==> src/sv/crc8r_pkg.sv <==
// Shared types, constants and the CRC-8 fold for the framed receiver.
// No dependencies; every other file except crc8r_ram refers to it by scoped names.
package crc8r_pkg;

    localparam int PAYLOAD_LEN = 32;
    localparam int IDX_W       = (PAYLOAD_LEN > 1) ? $clog2(PAYLOAD_LEN) : 1;
    localparam int POS_W       = 7;
    localparam int RAM_AW      = IDX_W + 1;
    localparam int RAM_DEPTH   = 2 ** RAM_AW;
    localparam int FIFO_DEPTH  = 4;
    localparam int FIFO_AW     = 2;
    localparam int FIFO_CNT_W  = FIFO_AW + 1;

    typedef enum logic [1:0] {
        KIND_TAKEN  = 2'd0,
        KIND_REJECT = 2'd1,
        KIND_FAIL   = 2'd2,
        KIND_GOOD   = 2'd3
    } t_kind;

    typedef enum logic [1:0] {
        CFG_START = 2'd0,
        CFG_POLY  = 2'd1,
        CFG_INIT  = 2'd2
    } t_cfg_index;

    typedef enum logic {
        BK_IDLE  = 1'b0,
        BK_BURST = 1'b1
    } t_back_state;

    typedef struct packed {
        t_kind      kind;
        logic [7:0] fail_total;
        logic       bank;
    } t_cmd;

    localparam int CMD_W = $bits(t_cmd);

    function automatic logic [7:0] crc8_fold(input logic [7:0] crc,
                                             input logic [7:0] data,
                                             input logic [7:0] poly);
        logic [7:0] v;
        v = crc ^ data;
        for (int b = 0; b < 8; b++) begin
            if (v[7]) begin
                v = {v[6:0], 1'b0} ^ poly;
            end else begin
                v = {v[6:0], 1'b0};
            end
        end
        return v;
    endfunction

endpackage

==> src/sv/crc8r_ram.sv <==
// Generic single-write, single-read RAM with registered read data.
// No dependencies.
module crc8r_ram #(
    parameter int WIDTH = 8,
    parameter int DEPTH = 64
) (
    input  logic                     i_clk,
    input  logic                     i_wr_en,
    input  logic [$clog2(DEPTH)-1:0] i_wr_addr,
    input  logic [WIDTH-1:0]         i_wr_data,
    input  logic                     i_rd_en,
    input  logic [$clog2(DEPTH)-1:0] i_rd_addr,
    output logic [WIDTH-1:0]         o_rd_data
);

    logic [WIDTH-1:0] r_mem [DEPTH];
    logic [WIDTH-1:0] r_rd_data;

    always_ff @(posedge i_clk) begin
        if (i_wr_en) begin
            r_mem[i_wr_addr] <= i_wr_data;
        end
        if (i_rd_en) begin
            r_rd_data <= r_mem[i_rd_addr];
        end
    end

    assign o_rd_data = r_rd_data;

endmodule

==> src/sv/crc8r_cmd_fifo.sv <==
// Short command queue between the frame front end and the result back end.
// Depends on crc8r_pkg.
module crc8r_cmd_fifo (
    input  logic            i_clk,
    input  logic            i_rst_n,
    input  logic            i_push,
    input  crc8r_pkg::t_cmd i_push_cmd,
    output logic            o_full,
    input  logic            i_pop,
    output crc8r_pkg::t_cmd o_head,
    output logic            o_empty
);

    crc8r_pkg::t_cmd                       r_slot [crc8r_pkg::FIFO_DEPTH];
    logic [crc8r_pkg::FIFO_AW-1:0]         r_wr_ptr;
    logic [crc8r_pkg::FIFO_AW-1:0]         r_rd_ptr;
    logic [crc8r_pkg::FIFO_CNT_W-1:0]      r_count;

    assign o_full  = (r_count == crc8r_pkg::FIFO_CNT_W'(crc8r_pkg::FIFO_DEPTH));
    assign o_empty = (r_count == '0);
    assign o_head  = r_slot[r_rd_ptr];

    always_ff @(posedge i_clk) begin
        if (i_push) begin
            r_slot[r_wr_ptr] <= i_push_cmd;
        end
    end

    always_ff @(posedge i_clk) begin
        if (!i_rst_n) begin
            r_wr_ptr <= '0;
            r_rd_ptr <= '0;
            r_count  <= '0;
        end else begin
            if (i_push) begin
                r_wr_ptr <= r_wr_ptr + 1'b1;
            end
            if (i_pop) begin
                r_rd_ptr <= r_rd_ptr + 1'b1;
            end
            unique case ({i_push, i_pop})
                2'b10:   r_count <= r_count + 1'b1;
                2'b01:   r_count <= r_count - 1'b1;
                default: r_count <= r_count;
            endcase
        end
    end

    a_no_push_full: assert property (@(posedge i_clk) disable iff (!i_rst_n)
        o_full |-> !i_push) else $error("push into full command queue");
    a_no_pop_empty: assert property (@(posedge i_clk) disable iff (!i_rst_n)
        o_empty |-> !i_pop) else $error("pop from empty command queue");
    a_count_range: assert property (@(posedge i_clk) disable iff (!i_rst_n)
        r_count <= crc8r_pkg::FIFO_CNT_W'(crc8r_pkg::FIFO_DEPTH))
        else $error("command queue count out of range");

endmodule

==> src/sv/crc8r_front.sv <==
// Front end: config registers, frame tracking, CRC, payload writes and
// command generation. Depends on crc8r_pkg.
module crc8r_front (
    input  logic                         i_clk,
    input  logic                         i_rst_n,
    input  logic                         i_cfg_valid,
    input  logic [1:0]                   i_cfg_index,
    input  logic [7:0]                   i_cfg_data,
    input  logic                         i_rx_valid,
    output logic                         o_rx_ready,
    input  logic [7:0]                   i_rx_byte,
    output logic                         o_ram_wr_en,
    output logic [crc8r_pkg::RAM_AW-1:0] o_ram_wr_addr,
    output logic [7:0]                   o_ram_wr_data,
    output logic                         o_push,
    output crc8r_pkg::t_cmd              o_push_cmd,
    input  logic                         i_fifo_full,
    input  logic                         i_burst_done
);

    localparam logic [crc8r_pkg::POS_W-1:0] POS_CRC =
        crc8r_pkg::POS_W'(crc8r_pkg::PAYLOAD_LEN + 1);

    logic [7:0]                  r_start_byte;
    logic [7:0]                  r_poly;
    logic [7:0]                  r_init;
    logic [crc8r_pkg::POS_W-1:0] r_pos;
    logic [crc8r_pkg::POS_W-1:0] n_pos;
    logic [7:0]                  r_crc;
    logic [7:0]                  n_crc;
    logic [7:0]                  r_fail;
    logic [7:0]                  n_fail;
    logic                        r_bank;
    logic                        n_bank;
    logic [1:0]                  r_outstanding;
    logic [1:0]                  n_outstanding;

    logic                        hunting;
    logic                        in_payload;
    logic                        accept;
    logic                        good_push;
    logic [crc8r_pkg::POS_W-1:0] pos_m1;

    assign hunting    = (r_pos == '0) || (r_pos > POS_CRC);
    assign in_payload = !hunting && (r_pos != POS_CRC);
    assign o_rx_ready = !i_fifo_full && !(in_payload && (r_outstanding == 2'd2));
    assign accept     = i_rx_valid && o_rx_ready;
    assign pos_m1     = r_pos - 1'b1;

    assign o_ram_wr_en   = accept && in_payload;
    assign o_ram_wr_addr = {r_bank, pos_m1[crc8r_pkg::IDX_W-1:0]};
    assign o_ram_wr_data = i_rx_byte;
    assign o_push        = accept;

    always_comb begin
        n_pos     = r_pos;
        n_crc     = r_crc;
        n_fail    = r_fail;
        n_bank    = r_bank;
        good_push = 1'b0;
        o_push_cmd.kind = crc8r_pkg::KIND_TAKEN;
        if (hunting) begin
            n_pos = '0;
            if (i_rx_byte == r_start_byte) begin
                n_pos = crc8r_pkg::POS_W'(1);
                n_crc = r_init;
            end else begin
                o_push_cmd.kind = crc8r_pkg::KIND_REJECT;
            end
        end else if (in_payload) begin
            n_pos = r_pos + 1'b1;
            n_crc = crc8r_pkg::crc8_fold(r_crc, i_rx_byte, r_poly);
        end else begin
            n_pos = '0;
            n_crc = r_init;
            if (i_rx_byte == r_crc) begin
                n_fail          = '0;
                n_bank          = !r_bank;
                good_push       = 1'b1;
                o_push_cmd.kind = crc8r_pkg::KIND_GOOD;
            end else begin
                if (r_fail != 8'hFF) begin
                    n_fail = r_fail + 1'b1;
                end
                o_push_cmd.kind = crc8r_pkg::KIND_FAIL;
            end
        end
        o_push_cmd.fail_total = n_fail;
        o_push_cmd.bank       = r_bank;
    end

    always_comb begin
        n_outstanding = r_outstanding;
        unique case ({accept && good_push, i_burst_done})
            2'b10:   n_outstanding = r_outstanding + 1'b1;
            2'b01:   n_outstanding = r_outstanding - 1'b1;
            default: n_outstanding = r_outstanding;
        endcase
    end

    always_ff @(posedge i_clk) begin
        if (!i_rst_n) begin
            r_start_byte  <= 8'd126;
            r_poly        <= 8'd7;
            r_init        <= 8'd0;
            r_pos         <= '0;
            r_crc         <= 8'd0;
            r_fail        <= '0;
            r_bank        <= 1'b0;
            r_outstanding <= '0;
        end else begin
            if (i_cfg_valid) begin
                unique case (crc8r_pkg::t_cfg_index'(i_cfg_index))
                    crc8r_pkg::CFG_START: r_start_byte <= i_cfg_data;
                    crc8r_pkg::CFG_POLY:  r_poly       <= i_cfg_data;
                    crc8r_pkg::CFG_INIT:  r_init       <= i_cfg_data;
                    default:              r_start_byte <= r_start_byte;
                endcase
            end
            if (accept) begin
                r_pos  <= n_pos;
                r_crc  <= n_crc;
                r_fail <= n_fail;
                r_bank <= n_bank;
            end
            r_outstanding <= n_outstanding;
        end
    end

    a_outstanding_max: assert property (@(posedge i_clk) disable iff (!i_rst_n)
        r_outstanding <= 2'd2) else $error("more than two payload banks pending");
    a_no_write_busy: assert property (@(posedge i_clk) disable iff (!i_rst_n)
        o_ram_wr_en |-> (r_outstanding != 2'd2))
        else $error("payload write into bank still being read");
    a_pos_range: assert property (@(posedge i_clk) disable iff (!i_rst_n)
        r_pos <= POS_CRC) else $error("frame position out of range");

endmodule

==> src/sv/crc8r_back.sv <==
// Back end: pops commands, expands good frames into payload bursts read
// from the store, registered result output. Depends on crc8r_pkg.
module crc8r_back (
    input  logic                         i_clk,
    input  logic                         i_rst_n,
    input  crc8r_pkg::t_cmd              i_head,
    input  logic                         i_empty,
    output logic                         o_pop,
    output logic                         o_ram_rd_en,
    output logic [crc8r_pkg::RAM_AW-1:0] o_ram_rd_addr,
    input  logic [7:0]                   i_ram_rd_data,
    output logic                         o_burst_done,
    output logic                         o_res_valid,
    input  logic                         i_res_ready,
    output logic [1:0]                   o_kind,
    output logic [5:0]                   o_byte_index,
    output logic [7:0]                   o_payload_byte,
    output logic                         o_last,
    output logic [7:0]                   o_failure_total
);

    localparam logic [crc8r_pkg::IDX_W-1:0] IDX_LAST =
        crc8r_pkg::IDX_W'(crc8r_pkg::PAYLOAD_LEN - 1);

    crc8r_pkg::t_back_state        r_state;
    crc8r_pkg::t_back_state        n_state;
    logic [crc8r_pkg::IDX_W-1:0]   r_idx;
    logic [crc8r_pkg::IDX_W-1:0]   n_idx;
    logic [7:0]                    r_fail;
    logic                          r_bank;

    logic                          r_a_valid;
    crc8r_pkg::t_kind              r_a_kind;
    logic [crc8r_pkg::IDX_W-1:0]   r_a_idx;
    logic                          r_a_last;
    logic [7:0]                    r_a_fail;
    logic                          r_a_ram;

    logic                          r_out_valid;
    logic [1:0]                    r_out_kind;
    logic [5:0]                    r_out_idx;
    logic [7:0]                    r_out_data;
    logic                          r_out_last;
    logic [7:0]                    r_out_fail;

    logic                          out_free;
    logic                          a_adv;
    logic                          can_issue;
    logic                          in_burst;
    logic                          issue;
    logic                          issue_good;
    logic [crc8r_pkg::IDX_W-1:0]   issue_idx;
    logic                          issue_last;
    logic                          issue_bank;
    crc8r_pkg::t_kind              issue_kind;
    logic [7:0]                    issue_fail;

    assign out_free  = !r_out_valid || i_res_ready;
    assign a_adv     = r_a_valid && out_free;
    assign can_issue = !r_a_valid || out_free;
    assign in_burst  = (r_state == crc8r_pkg::BK_BURST);

    always_comb begin
        n_state    = r_state;
        n_idx      = r_idx;
        o_pop      = 1'b0;
        issue      = 1'b0;
        issue_good = in_burst;
        issue_idx  = '0;
        issue_bank = i_head.bank;
        issue_kind = i_head.kind;
        issue_fail = i_head.fail_total;
        unique case (r_state)
            crc8r_pkg::BK_IDLE: begin
                if (can_issue && !i_empty) begin
                    o_pop      = 1'b1;
                    issue      = 1'b1;
                    issue_good = (i_head.kind == crc8r_pkg::KIND_GOOD);
                    if (issue_good && (IDX_LAST != '0)) begin
                        n_state = crc8r_pkg::BK_BURST;
                        n_idx   = crc8r_pkg::IDX_W'(1);
                    end
                end
            end
            crc8r_pkg::BK_BURST: begin
                issue_idx  = r_idx;
                issue_bank = r_bank;
                issue_kind = crc8r_pkg::KIND_GOOD;
                issue_fail = r_fail;
                if (can_issue) begin
                    issue = 1'b1;
                    n_idx = r_idx + 1'b1;
                    if (r_idx == IDX_LAST) begin
                        n_state = crc8r_pkg::BK_IDLE;
                    end
                end
            end
            default: n_state = crc8r_pkg::BK_IDLE;
        endcase
        issue_last = !issue_good || (issue_idx == IDX_LAST);
    end

    assign o_ram_rd_en   = issue && issue_good;
    assign o_ram_rd_addr = {issue_bank, issue_idx};
    assign o_burst_done  = issue && issue_good && (issue_idx == IDX_LAST);

    always_ff @(posedge i_clk) begin
        if (!i_rst_n) begin
            r_state <= crc8r_pkg::BK_IDLE;
        end else begin
            r_state <= n_state;
        end
    end

    always_ff @(posedge i_clk) begin
        r_idx <= n_idx;
        if (o_pop) begin
            r_fail <= i_head.fail_total;
            r_bank <= i_head.bank;
        end
        if (issue) begin
            r_a_kind <= issue_kind;
            r_a_idx  <= issue_good ? issue_idx : '0;
            r_a_last <= issue_last;
            r_a_fail <= issue_fail;
            r_a_ram  <= issue_good;
        end
        if (a_adv) begin
            r_out_kind <= r_a_kind;
            r_out_idx  <= 6'(r_a_idx);
            r_out_data <= r_a_ram ? i_ram_rd_data : 8'd0;
            r_out_last <= r_a_last;
            r_out_fail <= r_a_fail;
        end
    end

    always_ff @(posedge i_clk) begin
        if (!i_rst_n) begin
            r_a_valid   <= 1'b0;
            r_out_valid <= 1'b0;
        end else begin
            if (issue) begin
                r_a_valid <= 1'b1;
            end else if (a_adv) begin
                r_a_valid <= 1'b0;
            end
            if (a_adv) begin
                r_out_valid <= 1'b1;
            end else if (i_res_ready) begin
                r_out_valid <= 1'b0;
            end
        end
    end

    assign o_res_valid     = r_out_valid;
    assign o_kind          = r_out_kind;
    assign o_byte_index    = r_out_idx;
    assign o_payload_byte  = r_out_data;
    assign o_last          = r_out_last;
    assign o_failure_total = r_out_fail;

    a_burst_last_idx: assert property (@(posedge i_clk) disable iff (!i_rst_n)
        (r_a_valid && r_a_ram && r_a_last) |-> (r_a_idx == IDX_LAST))
        else $error("burst ended at wrong index");
    a_burst_kind: assert property (@(posedge i_clk) disable iff (!i_rst_n)
        (r_a_valid && r_a_ram) |-> (r_a_kind == crc8r_pkg::KIND_GOOD))
        else $error("store read for non-payload result");
    a_no_pop_in_burst: assert property (@(posedge i_clk) disable iff (!i_rst_n)
        in_burst |-> !o_pop) else $error("command popped during burst");

endmodule

==> src/sv/crc8_checked_frame_receiver.sv <==
// Start-of-frame receiver with CRC-8 check: top level.
// Instantiates crc8r_front, crc8r_cmd_fifo, crc8r_back, crc8r_ram; uses crc8r_pkg.
//
// Input channel (i_rx_valid/o_rx_ready/i_rx_byte) takes one serial byte per
// transaction. While hunting, bytes other than the start byte give a reject
// result; after the start byte PAYLOAD_LEN payload bytes are stored and
// folded into the CRC, and the next byte is checked against it. Each byte
// gives one result, except a good CRC byte, which gives PAYLOAD_LEN payload
// results, the final one with o_last set.
// Config channel (i_cfg_valid/o_cfg_ready) is always ready; index 0 start
// byte, 1 polynomial, 2 CRC initial value; other indexes are ignored.
// Throughput: one input byte per cycle while o_rx_ready is high; results
// leave at one per cycle while i_res_ready is high.
// The payload store holds two frames; the front also stalls a payload byte
// while bursts of both banks are still pending. A four-entry command queue
// separates input from output, so a stalled receiver backs up the input
// once the queue fills or both banks are pending.
// Reset (synchronous, active low) returns to hunting, clears the failure
// count and loads register defaults; the payload store is not cleared.
module crc8_checked_frame_receiver (
    input  logic       i_clk,
    input  logic       i_rst_n,
    input  logic       i_cfg_valid,
    output logic       o_cfg_ready,
    input  logic [1:0] i_cfg_index,
    input  logic [7:0] i_cfg_data,
    input  logic       i_rx_valid,
    output logic       o_rx_ready,
    input  logic [7:0] i_rx_byte,
    output logic       o_res_valid,
    input  logic       i_res_ready,
    output logic [1:0] o_kind,
    output logic [5:0] o_byte_index,
    output logic [7:0] o_payload_byte,
    output logic       o_last,
    output logic [7:0] o_failure_total
);

    logic                         ram_wr_en;
    logic [crc8r_pkg::RAM_AW-1:0] ram_wr_addr;
    logic [7:0]                   ram_wr_data;
    logic                         ram_rd_en;
    logic [crc8r_pkg::RAM_AW-1:0] ram_rd_addr;
    logic [7:0]                   ram_rd_data;
    logic                         push;
    crc8r_pkg::t_cmd              push_cmd;
    logic                         fifo_full;
    logic                         pop;
    crc8r_pkg::t_cmd              head;
    logic                         fifo_empty;
    logic                         burst_done;

    assign o_cfg_ready = 1'b1;

    crc8r_front u_front (
        .i_clk         (i_clk),
        .i_rst_n       (i_rst_n),
        .i_cfg_valid   (i_cfg_valid),
        .i_cfg_index   (i_cfg_index),
        .i_cfg_data    (i_cfg_data),
        .i_rx_valid    (i_rx_valid),
        .o_rx_ready    (o_rx_ready),
        .i_rx_byte     (i_rx_byte),
        .o_ram_wr_en   (ram_wr_en),
        .o_ram_wr_addr (ram_wr_addr),
        .o_ram_wr_data (ram_wr_data),
        .o_push        (push),
        .o_push_cmd    (push_cmd),
        .i_fifo_full   (fifo_full),
        .i_burst_done  (burst_done)
    );

    crc8r_cmd_fifo u_fifo (
        .i_clk      (i_clk),
        .i_rst_n    (i_rst_n),
        .i_push     (push),
        .i_push_cmd (push_cmd),
        .o_full     (fifo_full),
        .i_pop      (pop),
        .o_head     (head),
        .o_empty    (fifo_empty)
    );

    crc8r_ram #(
        .WIDTH (8),
        .DEPTH (crc8r_pkg::RAM_DEPTH)
    ) u_store (
        .i_clk     (i_clk),
        .i_wr_en   (ram_wr_en),
        .i_wr_addr (ram_wr_addr),
        .i_wr_data (ram_wr_data),
        .i_rd_en   (ram_rd_en),
        .i_rd_addr (ram_rd_addr),
        .o_rd_data (ram_rd_data)
    );

    crc8r_back u_back (
        .i_clk           (i_clk),
        .i_rst_n         (i_rst_n),
        .i_head          (head),
        .i_empty         (fifo_empty),
        .o_pop           (pop),
        .o_ram_rd_en     (ram_rd_en),
        .o_ram_rd_addr   (ram_rd_addr),
        .i_ram_rd_data   (ram_rd_data),
        .o_burst_done    (burst_done),
        .o_res_valid     (o_res_valid),
        .i_res_ready     (i_res_ready),
        .o_kind          (o_kind),
        .o_byte_index    (o_byte_index),
        .o_payload_byte  (o_payload_byte),
        .o_last          (o_last),
        .o_failure_total (o_failure_total)
    );

endmodule

==> config.mk <==
export PLATFORM = sky130hd
export DESIGN_NAME = crc8_checked_frame_receiver
export DESIGN_NICKNAME = d
export VERILOG_FILES = /design/src/sv/crc8r_pkg.sv /design/src/sv/crc8r_ram.sv /design/src/sv/crc8r_cmd_fifo.sv /design/src/sv/crc8r_front.sv /design/src/sv/crc8r_back.sv /design/src/sv/crc8_checked_frame_receiver.sv
export SDC_FILE = /design/constraint.sdc
export NUM_CORES = 1
export LEC_CHECK = 0
export BUFFER_PORTS_ARGS = -buffer_cell sky130_fd_sc_hd__buf_4
export CAP_MARGIN = 25
export CORE_MARGIN = 8
export CORE_UTILIZATION = 67
export DETAILED_ROUTE_END_ITERATION = 8
export GPL_ROUTABILITY_DRIVEN = 0
export PLACE_DENSITY = 0.84
export SYNTH_ARGS = -nofsm -noshare
export SYNTH_HDL_FRONTEND = slang
export SYNTH_HIERARCHICAL = 1
export SYNTH_SLANG_ARGS = --single-unit
==> constraint.sdc <==
create_clock -name i_clk -period 8.8 [get_ports i_clk]
set_clock_uncertainty 0.15 [all_clocks]
set_input_delay 2.2 -clock i_clk [delete_from_list [all_inputs] [get_ports i_clk]]
set_output_delay 2.2 -clock i_clk [all_outputs]
set_load 0.005 [all_outputs]
## Yosys cells after proc, flatten, opt, wreduce, memory -nomap -nowiden

Memory sizes are Yosys's and may differ from the RTL's. A register that Yosys moved wholly into a read port is not among the register bits.
Cells that the tools add are included.

| storage, ports and cells | value |
|---|---|
| bits in read-only memories | 0 |
| bits in latches | 0 |
| output and inout port bits | 28 |
| memories kept | 2 |
| flip-flop bits (word level) | 115 |
| memory bits (writable) | 556 |

Memory list:

| memory | depth | bits a word | rd ports | clocked after Yosys merged registers in | wr ports | line | text |
|---|---|---|---|---|---|---|---|
| u_store.r_mem | 64 | 8 | 1 | 1 | 1 | crc8r_ram.sv:16 | `logic [WIDTH-1:0] r_mem [DEPTH];` |
| u_fifo.r_slot | 4 | 11 | 1 | 1 | 1 | crc8r_cmd_fifo.sv:14 | `crc8r_pkg::t_cmd r_slot [crc8r_pkg::FIFO_DEPTH];` |

| cells by class | value |
|---|---|
| $mul | 0 |
| equality and inequality tests | 19 |
| muxes and demuxes | 69 |
| magnitude comparators | 1 |
| bitwise operators | 12 |
| divide/modulo/power cells | 0 |
| shifts and indexed selects | 0 |
| reductions and logical operators | 35 |
| add/subtract/negate cells | 10 |

Operator list:

| operator | number |
|---|---|
| $mux 8 | 30 |
| $xor 8x8->8 | 9 |
| $mux 1 | 24 |
| $mux 5 | 4 |
| $eq 8x8->1 | 2 |
| $mux 7 | 2 |
| $eq 2x2->1 const B | 5 |
| $eq 5x5->1 const B | 2 |
| $logic_and 1x1->1 | 10 |
| $pmux 5 s2 | 1 |
| $add 8x1->8 const B | 1 |
| $logic_not 1->1 | 8 |
| $mux 2 | 4 |
| $ne 8x8->1 const B | 1 |
| $reduce_and 2->1 | 4 |
| $reduce_bool 2->1 | 4 |
| $add 7x1->7 const B | 1 |
| $gt 7x6->1 const B | 1 |
| $logic_not 7->1 | 1 |
| $ne 7x6->1 const B | 1 |
| $add 2x1->2 const B | 3 |
| $eq 2x1->1 const B | 3 |
| $pmux 3 s2 | 1 |
| $add 5x1->5 const B | 1 |
| 15 further kinds | 23 |

## Logic depth before layout (Yosys ltp)

Gate-level depths: netlist of the first run.

| depth | value |
|---|---|
| depth in word-level cells | 34 |
| mapped depth | 16 |
| mapped depth without buffers | 15 |

## By module

The synthesis of the first run kept the hierarchy.

Modules (own cells, without submodules):

| module | instances | area an instance (sq um) | cells each | sequential area each (sq um) |
|---|---|---|---|---|
| crc8r_ram | 1 | 20246.9 | 940 | 15615.0 |
| crc8r_front | 1 | 4005.1 | 517 | 1001.0 |
| crc8r_back | 1 | 2214.6 | 125 | 1711.6 |
| crc8r_cmd_fifo | 1 | 2039.5 | 103 | 1501.4 |
| crc8_checked_frame_receiver | 1 | 11.3 | 2 | 0.0 |

## Worst setup path after synthesis of the first run

OpenSTA, ideal clock, no wires.

| timing | value |
|---|---|
| path type | input-to-reg |
| start | input i_rx_byte[7] |
| end | register u_front.r_crc[7] |
| stages | 13 |
| path slack | 3638 ps |
| arrival time | 4874 ps |
| path through | xor2_1 > buf_4 > and3_2 > o21ai_1 > a211oi_1 > or4_4 > a21o_1 > mux2i_1 > xnor3_2 > nand2_1 > xnor3_1 > xnor2_1 > o221ai_1 |

| on the way | value |
|---|---|
| cells in the longest elaborated chain, start to end | 32 |

Ends and longest elaborated chain:

| element | line | text |
|---|---|---|
| start: declaration | crc8_checked_frame_receiver.sv:29 | `input logic [7:0] i_rx_byte,` |
| $xor 8x8->8 | crc8r_pkg.sv:44 | `v = crc ^ data;` |
| $mux 8 | crc8r_pkg.sv:46 | `if (v[7]) begin` |
| $mux 8 | crc8r_front.sv:70 | `end else if (in_payload) begin` |
| $mux 8 | crc8r_front.sv:62 | `if (hunting) begin` |
| $xor 8x8->8 | crc8r_pkg.sv:47 | `v = {v[6:0], 1'b0} ^ poly;` |
| $mux 8 | crc8r_pkg.sv:46 |  |
| $mux 8 | crc8r_front.sv:70 |  |
| $mux 8 | crc8r_front.sv:62 |  |
| (+16 left out) | n/a |  |
| $xor 8x8->8 | crc8r_pkg.sv:47 |  |
| $mux 8 | crc8r_pkg.sv:46 |  |
| $mux 8 | crc8r_front.sv:70 |  |
| $mux 8 | crc8r_front.sv:62 |  |
| $xor 8x8->8 | crc8r_pkg.sv:47 |  |
| $mux 8 | crc8r_pkg.sv:46 |  |
| $mux 8 | crc8r_front.sv:70 |  |
| $mux 8 | crc8r_front.sv:62 |  |
| end signal: assignment | crc8r_front.sv:122 | `r_crc <= n_crc;` |
| end: declaration | crc8r_front.sv:29 | `logic [7:0] r_crc;` |

Parallel ways exist; a longest one is shown, timed or not. The select of a mux whose other input is x is not followed.
A chain may end at the register's enable or synchronous reset.

## Final worst setup path of the first run

Same ends and word-level chain as after synthesis.

==> impl_metrics.tcl, run 1 <==
set metrics [dict create \
    tightest_slew_ps 1350 \
    synth_top_area_share_pct 65.2 \
    ir_worst_vdd_mv 0.145 \
    netlist_area_um2 28500 \
    synth_top_cell_by_area "edfxtp_1" \
    dp_slack_ps 2240 \
    tritoncts "done" \
    grt_max_degree 68 \
    power_density_nw_per_um2 269 \
    swShare_pct 26.7 \
    avgSynthCellArea_um2 16.9 \
    cts_made_buffers 66 \
    htreeDepth 3 \
    finalCritPeriodShare_pct 68.8 \
    hp-start "u_back/r_a_idx[1]" \
    worstReg2RegEnd "u_store/r_mem[6][5]" \
    viasPerCell 7.04 \
    setup_ws_ps 2740 \
    hold_end "u_back/o_byte_index[1]" \
    drt_iter0_markers 2364 \
    drive_gt1_share_pct 19.8 \
    top_usage_layer "met2" \
    worst_slew_margin_rel_pct 7.90 \
    cts_buffer_depth 3 \
    cts_resized 0 \
    maxSlewViolCount 0 \
    area_growth_pct 9.86 \
    r2r_start "u_front/r_pos[0]" \
    worstHoldPathType "reg2reg" \
    ys_types 84 \
    start_kind "input pin" \
    grt_use_met1_pct 35.6 \
    dieArea_um2 49400 \
    final_cell_mix "edfxtp_1 (619), mux4_2 (136), nor2_1 (132), nand2_1 (118), clkbuf_16 (67)" \
    port_buffers 48 \
    drc 0 \
    leakage_nw 10.2 \
    grt_use_met2_pct 42.7 \
    cap_violations 0 \
    start_util_pct 68.0 \
    drtPass1Iterations 6 \
    syn_nets 1724 \
    final_area_um2 31300 \
    status "completed" \
    seqPwrFrac_pct 46.2 \
    synth_warnings 6 \
    grt_pass1_wl_um 100000 \
    antenna_found_initial 0 \
    reg2reg_slack_ps 3720 \
    clk_latency_ps 590 \
    grtUsageMet3_pct 5.90 \
    finalSetupViolations 0 \
    hold_ws_ps 268 \
    die_w_um 222 \
    final_common_cell "edfxtp_1" \
    setup-tns-final_ps 0 \
    fin_nets 1762 \
    clkPwrFrac_pct 33.7 \
    hold_violations 0 \
    synthFlopType "edfxtp_1" \
    placement.cell_area_um2 29100 \
    dr_total_vias 16330 \
    ys_seq_elements 681 \
    ioPinCount 51 \
    fp.coreArea_um2 41900 \
    wl_per_cell_um 28.6 \
    antenna_left 0 \
    ys_top_cells_by_area "edfxtp_1 (65%), mux4_2 (11%), dfxtp_1 (4.4%), nor2_1 (1.7%), mux2i_1 (1.7%)" \
    rsz0062_at_grt "no" \
    finalCriticalPeriod_ps 6060 \
    clock-sinks 681 \
    rr_worst_depth 11 \
    antenna_cells 0 \
    pwr-share-comb_pct 20.1 \
    worstSetupPathType "in2reg" \
    first_global_vias 16232 \
    switchingPower_mw 2.25 \
    post_cts_buffers 0 \
    p_int_mw 6.19 \
    chipHeight_um 222 \
    synth_cells 1687 \
    crit_arrival_ps 6340 \
    hpwl_um 37700 \
    grt-ovfl-total 0 \
    clk_pin_slew_ps 60 \
    synth-seq-area-share_pct 69.5 \
    grt_usage_pct 26.7 \
    worstPathMaxFanout 67 \
    endpoint_kind "register" \
    cp.required_ps 9080 \
    ctsRootBufferMaster "clkbuf_16" \
    num_rows 75 \
    async_reset_ff_share_pct 0 \
    fmax_ghz 0.165 \
    synth_edf_count 619 \
    worst_hold_path.num_cells 0 \
    drt_wl_total_um 66400 \
    cts_hold_buf 0 \
]
==> flip-flops by register name, summed over array words and instances (netlist names), 3 cells and up, named ones only <==
register                flops
u_back/r_fail               8
u_back/o_failure_total      8
u_fifo/r_slot              44
u_store/o_rd_data           8
u_back/r_idx                5
u_front/r_start_byte        8
u_store/r_mem             512
u_back/r_a_fail             8
u_back/o_byte_index         5
u_front/r_poly              8
u_fifo/r_count              3
u_back/r_a_idx              5
u_front/r_crc               8
u_front/r_init              8
u_back/o_payload_byte       8
u_front/r_fail              8
u_front/r_pos               7
==> metal layers <==
metal	share of wire, %	routed length (µm)
met1	36	24000
met2	48	32000
met3	12	7730
met4	4.0	2660
met5	0	0
==> critical path, stage by stage <==
cell,delay [ps]
buf_4,530
xor2_1,740
nand3_1,390
nand3b_1,260
o221ai_2,140
o211ai_4,390
o21ai_0,140
a211oi_1,380
xor2_1,320
nand3_1,280
and3_1,280
xnor2_1,140
o221ai_1,130
==> cell usage after synthesis, drive strengths merged (3+ instances only) <==
cell type  count
o221ai        10
nor4           5
a21oi         30
and3          15
o211ai         7
nand3b         8
xnor2         47
or3            4
a211oi         8
nand2        119
nor2b         20
mux2i         48
a221oi         7
nand3         37
o21a           6
o41ai          3
edfxtp       619
ha            13
o2bb2ai        3
xor2          24
o2111ai        5
nor2         132
and2          35
nand2b        16
or2            5
inv           21
o22ai          8
mux4         137
a31oi          8
o221a          3
o21ai         34
a22oi          3
nand4          9
nor3          15
dfxtp         62
mux2          22
a21o           5
xnor3          9
buf           56
clkbuf        41
==> area by class of cell <==
| type | count | area [µm²] |
|---|---|---|
| Inverter | 22 | 90.1 |
| Timing Repair Buffer | 67 | 542 |
| Sequential cell | 681 | 19800 |
| Multi-Input combinational cell | 887 | 8030 |
| Tap cell | 539 | 674 |
| Fill cell | 2176 | 10600 |
| Clock inverter | 37 | 415 |
| Clock buffer | 85 | 1750 |
==> power groups by stage <==
stage | clock, mW | combinational (mW) | sequential [mW]
6_report | 2.84 | 1.70 | 3.90
5_1_grt | 3.00 | 1.78 | 3.91
4_1_cts | 2.87 | 1.68 | 3.90
3_5_place_dp | 0 | 1.62 | 3.96
3_3_place_gp | 0 | 1.56 | 3.95
2_1_floorplan | 0 | 1.20 | 3.92
==> worst max-delay path by stage <==
stage	end	startpoint	cells after the start	slack, ps
floorplan	u_front/r_crc[7]	i_rx_byte[7]	13	3640
global placement	u_front/r_crc[7]	i_rx_byte[7]	13	2500
detailed placement	u_front/r_crc[7]	i_rx_byte[7]	13	2240
CTS	u_front/r_crc[7]	i_rx_byte[7]	13	2850
global route	u_front/r_crc[7]	i_rx_byte[7]	13	2490
finish	u_front/r_crc[7]	i_rx_byte[7]	13	2740
==> through the flow <==
step | utilization (%) | instances | power, mW
6_report | 74.7 | 2318 | 8.44
5_1_grt | 74.7 | 2318 | 8.69
3_5_place_dp | 69.4 | 2193 | 5.58
4_1_cts | 74.6 | 2315 | 8.45
3_3_place_gp | 69.3 | 2191 | 5.51
2_1_floorplan | - | 1687 | 5.12
==> kinds of logic after synthesis <==
group | after synthesis | share of synthesized area [%]
mux | 207 | 13.4
simple gates | 426 | 7.08
flops | 681 | 69.5
xor+xnor | 80 | 3.06
compound gates | 158 | 3.87
other cells | 2 | 0.0263
fa+ha+maj | 14 | 0.641
buf+inv | 119 | 2.35
Power figures use the tool's default switching activity.
==> run 2, diff against run 1 <==
--- a/config.mk
+++ b/config.mk
@@ -5,13 +5,14 @@
 export SDC_FILE = /design/constraint.sdc
 export NUM_CORES = 1
 export LEC_CHECK = 0
+export ABC_AREA = 1
 export BUFFER_PORTS_ARGS = -buffer_cell sky130_fd_sc_hd__buf_4
 export CAP_MARGIN = 25
 export CORE_MARGIN = 8
-export CORE_UTILIZATION = 67
+export CORE_UTILIZATION = 57
 export DETAILED_ROUTE_END_ITERATION = 8
 export GPL_ROUTABILITY_DRIVEN = 0
-export PLACE_DENSITY = 0.84
+export PLACE_DENSITY = 0.76
 export SYNTH_ARGS = -nofsm -noshare
 export SYNTH_HDL_FRONTEND = slang
 export SYNTH_HIERARCHICAL = 1
==> constraint.sdc (replaced) <==
create_clock -name i_clk -period 5.1 [get_ports i_clk]
set_clock_uncertainty 0.15 [all_clocks]
set_input_delay 1.275 -clock i_clk [delete_from_list [all_inputs] [get_ports i_clk]]
set_output_delay 1.275 -clock i_clk [all_outputs]
set_load 0.005 [all_outputs]
==> run 2 against run 1 <==
Worst setup slack got worse by 1700 ps. Sequential cell count unchanged. Clock-buffer cell count increased by 6. Clock power rose by 66%. Die area grew 21%. Routed wire length grew 5.0%. Combinational power is 150% higher. Register-to-register slack lost 2700 ps. Largest cell class unchanged. Highest routed layer unchanged.
==> impl_metrics.tcl, run 2 <==
set metrics [dict create \
    reg2reg_slack_ps 1030 \
    die_w_um 244 \
    setup-tns-final_ps 0 \
    ctsRootBufferMaster "clkbuf_16" \
    grt_usage_pct 22.7 \
    tightest_slew_ps 1080 \
    dieArea_um2 59600 \
    dp_slack_ps 711 \
    drt_iter0_markers 2590 \
    endpoint "u_store/r_mem[54][1]" \
    synth_warnings 6 \
    grt_max_degree 130 \
    first_global_vias 19682 \
    ir_worst_vdd_mv 0.314 \
    synthFlopType "edfxtp_1" \
    finalCritPeriodShare_pct 79.9 \
    hpwl_um 41800 \
    rsz0062_at_grt "no" \
    endpoint_kind "register" \
    synth_top_cell_by_area "edfxtp_1" \
    placement.cell_area_um2 30200 \
    syn_nets 2807 \
    yosys-top-cells-count "nand2_1 (866), edfxtp_1 (619), nand3_1 (499)" \
    tritoncts "done" \
    grt-ovfl-total 0 \
    worstHoldPathType "reg2reg" \
    hold_violations 0 \
    worstReg2RegEnd "u_store/r_mem[54][1]" \
    synth_edf_count 619 \
    synth-seq-area-share_pct 66.9 \
    cts_made_buffers 68 \
    ioPinCount 51 \
    grt_pass1_wl_um 108000 \
    finalSetupViolations 0 \
    num_rows 83 \
    crit_path_start "u_front/r_pos[1]" \
    cts_resized 0 \
    synth.most_common_cell "nand2_1" \
    final_common_cell "nand2_1" \
    wl_per_cell_um 19.9 \
    synth_top_area_share_pct 62.7 \
    clk_pin_slew_ps 60 \
    final_area_um2 32300 \
    antenna_left 0 \
    setup_ws_ps 1030 \
    rr_worst_depth 17 \
    netlist_area_um2 29600 \
    power_density_nw_per_um2 487 \
    top_regs "u_store/r_mem (512), u_fifo/r_slot (44)" \
    leakage_nw 12.1 \
    cp.required_ps 5260 \
    port_buffers 48 \
    crit_arrival_ps 4230 \
    drive_gt1_share_pct 8.41 \
    ys_types 47 \
    chipHeight_um 244 \
    fin_nets 2819 \
    start_kind "register" \
    final_cell_mix "nand2_1 (866), edfxtp_1 (619), nand3_1 (499), inv_1 (133), nor2_1 (133)" \
    worst_slew_margin_rel_pct 28.1 \
    fp.coreArea_um2 51400 \
    htreeDepth 3 \
    viasPerCell 5.87 \
    r2r_start "u_front/r_pos[1]" \
    hold_ws_ps 264 \
    drt_wl_total_um 69700 \
    async_reset_ff_share_pct 0 \
    maxSlewViolCount 0 \
    worstSetupPathType "reg2reg" \
    antenna_found_initial 0 \
    synth_cells 2770 \
    antenna_cells 0 \
    post_cts_buffers 0 \
    cap_violations 0 \
    clk_latency_ps 610 \
    ys_top_cells_by_area "edfxtp_1 (63%), nand2_1 (11%), nand3_1 (8.4%), dfxtp_1 (4.2%), inv_1 (1.7%)" \
    avgSynthCellArea_um2 10.7 \
    worstPathMaxFanout 14 \
    ys_seq_elements 681 \
    largest_reg_flops 512 \
    area_growth_pct 9.01 \
    drtPass1Iterations 6 \
    power_mw 15.7 \
    clock-sinks 681 \
    fmax_ghz 0.246 \
    cts_buffer_depth 3 \
    finalCriticalPeriod_ps 4070 \
    dr_total_vias 20601 \
    start_util_pct 57.7 \
    drc 0 \
    top_register "u_store/r_mem" \
    cts_hold_buf 0 \
    status "completed" \
]
## run 2: cell types whose count changed after synthesis, sizes merged, moves of 21 or more
| cell | delta |
|---|---|
| mux2i | -48 |
| nand2 | +764 |
| nand3 | +470 |
| a21oi | +22 |
| mux4 | -137 |
| buf | +73 |
| xnor2 | -21 |
| o21ai | +28 |
| and2 | -35 |
| inv | +125 |
| mux2 | -22 |
## run 2: cell families (layout without fill, tap and decap cells)
kind of cell               after synthesis  count (layout)  share of synthesized area, %
xor gates and xnor gates                46              46                          1.38
AOI/OAI and AO/OA                      140             140                          2.54
adders and majority gates               14              14                         0.616
DFF                                    681             681                          66.9
buffers and inverters                  304             365                          5.51
and+or+nand+nor                       1583            1583                          23.0
other                                    2               2                        0.0253
## run 2: how the worst min path moves through the flow
stage                                  start                        end  slack [ps]  cells past startpoint
after CTS                 u_back/r_a_fail[7]  u_back/o_failure_total[7]         260                      0
after global routing      u_back/r_a_fail[7]  u_back/o_failure_total[7]         270                      0
after detailed placement   u_back/r_a_idx[0]     u_back/o_byte_index[0]         260                      0
after global placement    u_back/r_a_fail[1]  u_back/o_failure_total[1]         250                      0
after floorplan            u_back/r_a_idx[0]     u_back/o_byte_index[0]         250                      0
final                     u_back/r_a_fail[7]  u_back/o_failure_total[7]         260                      0
## run 2: area by class of cell
type                       count  area (µm²)
clock buffer                  91        1860
inverter                     148         568
clock inverter                28         234
timing repair buffer          98         786
fill                        3841       19100
tap                          680         851
sequential                   681       19800
multi-input combinational   1785        8190
## run 2: report_power, final
part / switching [mW] / internal, mW
logic: 3.04 / 1.19
registers: 0.185 / 6.61
clock network: 2.00 / 2.72
## run 2: layer usage
metal  global-route usage [%]  vias to the layer above  routed length, µm
met5                        0                        -                  0
met4                     9.45                        0               3010
met3                     4.39                      193               6160
met2                     37.1                     1089              33300
met1                     29.9                     9810              27300
li1                         -                     9509                  -
## run 2: through the flow
| step | cells | util (%) |
|---|---|---|
| 6_report | 3511 | 62.9 |
| 5_1_grt | 3511 | 62.9 |
| 4_1_cts | 3511 | 62.9 |
| 3_5_place_dp | 3392 | 58.8 |
| 3_3_place_gp | 3391 | 58.7 |
| 2_1_floorplan | 2770 | - |
## run 2: critical path, stage by stage (launching register included)
cell and delay, ps:
dfxtp_1 420, inv_1 130, ha_1 190, nand4_1 210
inv_1 90, a211o_1 220, nand2_1 110, inv_1 120
nand2_1 120, o21ai_0 90, inv_1 80, nand2_1 90
inv_1 90, nand2_1 50, inv_1 330, nand4_1 360
nor4_1 660, buf_4 290
